**config.mk**
```make
export PLATFORM = sky130hd
export DESIGN_NAME = adsr_mul
export DESIGN_NICKNAME = d
export VERILOG_FILES = /design/src/rtl/adsr_mul.sv
export SDC_FILE = /design/constraint.sdc
export NUM_CORES = 2
export LEC_CHECK = 0
export BUFFER_PORTS_ARGS = -buffer_cell sky130_fd_sc_hd__buf_2
export CAP_MARGIN = 10
export CORE_ASPECT_RATIO = 1.25
export CORE_MARGIN = 4
export CORE_UTILIZATION = 45
export CTS_CLUSTER_DIAMETER = 200
export DETAILED_ROUTE_END_ITERATION = 12
export PLACE_DENSITY_LB_ADDON = 0.08
export SETUP_SLACK_MARGIN = 0.1
export SLEW_MARGIN = 25
export SYNTH_ARGS = -nofsm -noshare
export SYNTH_HDL_FRONTEND = slang
export SYNTH_SLANG_ARGS = --single-unit
export TNS_END_PERCENT = 50
```
**constraint.sdc**
```tcl
create_clock -name clk -period 13.9 [get_ports clk]
set_input_delay 2.085 -clock clk [delete_from_list [all_inputs] [get_ports clk]]
set_output_delay 2.085 -clock clk [all_outputs]
set_load 0.01 [all_outputs]
```
**src/rtl/adsr_mul.sv**
```systemverilog
// ----------------------------------------------------------------------------
// adsr_mul: shared signed multiplier
// One registered 35 x 25 signed product, reused by the sequencer steps that multiply.
// ----------------------------------------------------------------------------
module adsr_mul (
  input  logic               clk,
  input  logic signed [34:0] a,
  input  logic signed [24:0] b,
  output logic signed [59:0] p
);

  always_ff @(posedge clk) begin
    p <= 60'(a * b);
  end

endmodule

```
### Word level (Yosys, flattened, before mapping)

Index checks and enable logic that the tools add are counted.

| word-level totals | value |
|---|---|
| flip-flop bits (word level) | 60 |
| output and inout port bits | 60 |

| operators by class | value |
|---|---|
| multiply operators | 1 |

Operators by type and width:

| kind | count |
|---|---|
| $mul A35 B25 Y60 | 1 |

### Longest topological paths before layout

| depth | value |
|---|---|
| depth in word-level cells | 1 |
| depth in mapped cells | 27 |
| gate-level depth less buffers | 25 |

### Worst setup path after synthesis

OpenSTA, ideal clock, no wires.

| timing path | value |
|---|---|
| kind | input-to-reg |
| from | in b[4] |
| to | reg p[49] |
| setup time | 0.121 ns |
| arrival | 8.380 ns |
| setup slack | 5.398 ns |
| stages | 26 |
| path buffers | 3 |
| path through | clkbuf_1 > clkbuf_1 > nand2_1 > fa_1 > inv_1 > fa_1 > inv_1 > fa_1 > fa_1 > inv_1 > fa_1 > fa_1 > inv_1 > fa_1 > inv_1 > ha_1 > buf_4 > a21o_1 > o21bai_2 > o21bai_1 > a2111oi_2 > o31ai_2 > nor4_4 > o41ai_4 > mux2i_1 > nand2_1 |

| on the way | value |
|---|---|
| longest elaborated chain between the ends | 1 |

RTL lines:

| what | line | source |
|---|---|---|
| start: declaration | 8 | `input logic signed [24:0] b,` |
| $mul A35 B25 Y60 | 13 | `p <= 60'(a * b);` |
| end signal: assignment | 13 |  |
| end: declaration | 9 | `output logic signed [59:0] p` |

No other way between the ends.

### Worst setup path in the final report

| timing path | value |
|---|---|
| from | in b[8] |
| to | reg p[58] |

Same word-level chain as after synthesis.

==> impl_metrics.prom <==
# TYPE chip_impl_metric gauge
chip_impl_info{name="run_status",value="finished clean"} 1
chip_impl_metric{name="yosysWarningCount",unit=""} 0
chip_impl_metric{name="initial_antenna_violation_count",unit=""} 8
chip_impl_metric{name="clkSinkCount",unit=""} 60
chip_impl_metric{name="worst_path_largest_cell_delay",unit="ps"} 820
chip_impl_metric{name="met1_length",unit="µm"} 35700
chip_impl_metric{name="number_of_flip_flops_under_the_largest_register_name",unit=""} 60
chip_impl_info{name="cp_cell_sequence",value="buf_2, and2_1, fa_1, fa_1, inv_1, fa_1, fa_1, fa_1, inv_1, fa_1, inv_1, fa_1, inv_1, ha_1, and4_1, nor2b_1, o211ai_1, nand3_1, a221o_2, a21oi_2, o21ai_0, o21ai_0, xnor2_1"} 1
chip_impl_metric{name="grt_pass1_wl",unit="µm"} 152000
chip_impl_metric{name="timing.setup.tns",unit="ps"} 0
chip_impl_info{name="clock_tree.root_cell",value="sky130_fd_sc_hd__clkbuf_16"} 1
chip_impl_metric{name="htreeDepth",unit=""} 3
chip_impl_metric{name="placement.io_buffers",unit=""} 120
chip_impl_metric{name="worst_ep_required_time",unit="ps"} 14210
chip_impl_metric{name="final_layout_size_suffix_gt1_frac",unit=""} 0.0504
chip_impl_metric{name="area_growth",unit="%"} 4.81
chip_impl_metric{name="setup_ws",unit="ps"} 4410
chip_impl_info{name="yosys_most_used_dff",value="sky130_fd_sc_hd__dfxtp_1"} 1
chip_impl_metric{name="synth_fa_ha_area_frac",unit=""} 0.621
chip_impl_metric{name="path_max_fanout",unit=""} 35
chip_impl_metric{name="hpwlAfterDp",unit="µm"} 73500
chip_impl_metric{name="grt.total_usage",unit=""} 0.268
chip_impl_metric{name="floorplan.io_pins",unit=""} 121
chip_impl_metric{name="synth_compound_gate_area_share",unit=""} 0.0416
chip_impl_info{name="synth_top_area_cell",value="sky130_fd_sc_hd__fa_1"} 1
chip_impl_info{name="worst_path_max_delay_cell",value="sky130_fd_sc_hd__buf_2"} 1
chip_impl_info{name="start_kind",value="input port"} 1
chip_impl_metric{name="grt_remaining_overflow",unit=""} 0
chip_impl_metric{name="die_height",unit="µm"} 305
chip_impl_metric{name="met3WireLength",unit="µm"} 3870
chip_impl_metric{name="routed-via-count",unit=""} 22500
chip_impl_metric{name="whs",unit="ps"} 2310
chip_impl_info{name="registers_with_the_highest_flip_flop_counts",value="p: 60 flops"} 1
chip_impl_metric{name="dieWidth",unit="µm"} 246
chip_impl_metric{name="dpl.cell_count",unit=""} 4313
chip_impl_metric{name="synth_top_cell_area_share",unit=""} 0.558
chip_impl_metric{name="syn_area",unit="mm²"} 0.0319
chip_impl_info{name="cell_repeated_most_along_the_worst_path",value="sky130_fd_sc_hd__fa_1"} 1
chip_impl_info{name="grt_setup_unrepaired",value="no"} 1
chip_impl_metric{name="remaining_routing_drc_violations",unit=""} 0
chip_impl_metric{name="fin_crit_sh",unit=""} 0.683
chip_impl_info{name="synth_most_common_cell",value="sky130_fd_sc_hd__fa_1"} 1
chip_impl_metric{name="grt_start_max_net_pins",unit=""} 36
chip_impl_metric{name="sequential_area_share_after_synthesis",unit=""} 0.0377
chip_impl_metric{name="final-hold-violation-count",unit=""} 0
chip_impl_metric{name="synth_area_per_cell",unit="µm²"} 9.33
chip_impl_info{name="tritoncts",value="yes"} 1
chip_impl_metric{name="drt-pass1-iter-count",unit=""} 6
chip_impl_metric{name="synth_xor_xnor_area_share",unit=""} 0.0170
chip_impl_metric{name="clk_pin_slew_worst_paths",unit="ps"} 70
chip_impl_metric{name="drv_cap",unit=""} 0
chip_impl_metric{name="number_of_different_library_cells_in_the_post_synthesis_netlist",unit=""} 61
chip_impl_metric{name="finalSetupViolations",unit=""} 0
chip_impl_metric{name="fp.coreArea",unit="mm²"} 0.0699
chip_impl_metric{name="critPathArrivalTime",unit="ps"} 9800
chip_impl_metric{name="cts-hold-fix-buffers",unit=""} 0
chip_impl_metric{name="rows",unit=""} 108
chip_impl_metric{name="synthesis.nets",unit=""} 4523
chip_impl_metric{name="ant_nets",unit=""} 0
chip_impl_metric{name="max_freq",unit="GHz"} 0.105
chip_impl_metric{name="synthMuxAreaShare",unit=""} 0.000314
chip_impl_metric{name="slew_headroom",unit=""} 0.259
chip_impl_info{name="regMostFlops",value="p"} 1
chip_impl_metric{name="period_needed",unit="ps"} 9490
chip_impl_metric{name="final-max-slew-violation-count",unit=""} 0
chip_impl_metric{name="cts.repair_timing.setup_buffer_count",unit=""} 0
chip_impl_metric{name="simple_gate_fraction_of_synth_area",unit=""} 0.159
chip_impl_metric{name="cts-root-to-sink-buffers",unit=""} 2
chip_impl_metric{name="worstMarginPinSlew",unit="ps"} 1110
chip_impl_metric{name="post_synthesis_sequential_element_count",unit=""} 60
chip_impl_info{name="route.top_layer_used",value="met5"} 1
chip_impl_metric{name="place.gp.congestion",unit=""} 0.949
chip_impl_info{name="netlist_top_cells_area",value="sky130_fd_sc_hd__fa_1, sky130_fd_sc_hd__inv_1, sky130_fd_sc_hd__and2_1, sky130_fd_sc_hd__ha_1, sky130_fd_sc_hd__nand2_1"} 1
chip_impl_metric{name="detailedRoute.firstIterationViolations",unit=""} 1124
chip_impl_metric{name="cts_repair_resize_count",unit=""} 0
chip_impl_metric{name="postSynth.asyncResetShare",unit=""} 0
chip_impl_info{name="synth_top_family_by_area",value="adder cells"} 1
chip_impl_metric{name="via_per_instance_ratio",unit=""} 5.20
chip_impl_metric{name="final-instance-count-excl-fill",unit=""} 4332
chip_impl_metric{name="synth-edff-count",unit=""} 0
chip_impl_metric{name="route.final.wire_length",unit="µm"} 95400
chip_impl_metric{name="grt_pass1_vias",unit=""} 26100
chip_impl_info{name="worstHoldPathType",value="input port to flip-flop"} 1
chip_impl_metric{name="numCtsBuffers",unit=""} 9
chip_impl_metric{name="post_synth_inst_count",unit=""} 3413
chip_impl_info{name="critical_path_class",value="input port to flip-flop"} 1
chip_impl_metric{name="routed-wl-met2",unit="µm"} 52400
chip_impl_metric{name="die-area",unit="mm²"} 0.0751
chip_impl_metric{name="detail_route.wl_per_cell",unit="µm"} 22.0
chip_impl_metric{name="starting_density",unit=""} 0.456
chip_impl_info{name="cp-end-kind",value="flip-flop"} 1
chip_impl_metric{name="nets",unit=""} 4499
chip_impl_metric{name="dpl_worst_slack",unit="ps"} 3820
chip_impl_info{name="post_synth_most_frequent_cells",value="sky130_fd_sc_hd__fa_1, sky130_fd_sc_hd__inv_1, sky130_fd_sc_hd__nand2_1, sky130_fd_sc_hd__and2_1, sky130_fd_sc_hd__ha_1"} 1
==> stage by stage <==
step                      cell area [µm²]   util
after global routing                33400  0.478
after CTS                           33400  0.478
after global placement              33100  0.474
after detailed placement            33100  0.474
final                               33400  0.478
after floorplan                     31900      -
==> path summary, 6_finish.rpt <==
check / from / to / slack [ps] / depth (start not counted)
max: b[8] / p[58] / 4410 / 23
min: a[0] / p[0] / 2310 / 3
==> critical path, delay by kind of cell <==
kind	cells	cell delay, ps
buffers and inverters	5	1030
AOI/OAI and AO/OA	5	1710
and+or+nand+nor	4	920
adders and majority gates	8	3890
xor gates and xnor gates	1	160
==> placed cells by master, fill, tap and decap left out, types with 14 or more instances in the layout <==
master,count
sky130_fd_sc_hd__nor2_1,53
sky130_fd_sc_hd__nand3_1,16
sky130_fd_sc_hd__a21oi_1,52
sky130_fd_sc_hd__a21o_1,26
sky130_fd_sc_hd__and2_1,437
sky130_fd_sc_hd__o21ai_0,31
sky130_fd_sc_hd__dfxtp_1,60
sky130_fd_sc_hd__ha_1,161
sky130_fd_sc_hd__buf_2,120
sky130_fd_sc_hd__inv_1,872
sky130_fd_sc_hd__o21bai_1,14
sky130_fd_sc_hd__fa_1,888
sky130_fd_sc_hd__xnor2_1,44
sky130_fd_sc_hd__nand2_1,443
sky130_fd_sc_hd__buf_4,15
sky130_fd_sc_hd__xor2_1,18
==> routing by layer <==
| layer | global-route usage | vias to the layer above |
|---|---|---|
| met4 | 0.0864 | 2 |
| met2 | 0.501 | 607 |
| met5 | 0 | - |
| met1 | 0.322 | 12000 |
| li1 | - | 9681 |
| met3 | 0.0273 | 178 |
==> final cells by class <==
cell class                 instances  area [µm²]
clock buffer                      11         243
antenna                            3        7.51
multi-input combinational       2310       26700
clock inverter                     5        61.3
inverter                         873        3280
fill                            6802       36500
sequential                        60        1200
tap                              935        1170
timing repair buffer             135         713
==> cell families after synthesis <==
kind of cell | Yosys count
buf+inv | 1043
fa+ha+maj | 1049
xor+xnor | 62
flops | 60
compound gates | 192
simple gates | 1006
mux | 1
Power is left out: the tool's default activity adds up to more than one toggle a clock period on the data nets, which glitch-free logic cannot reach.
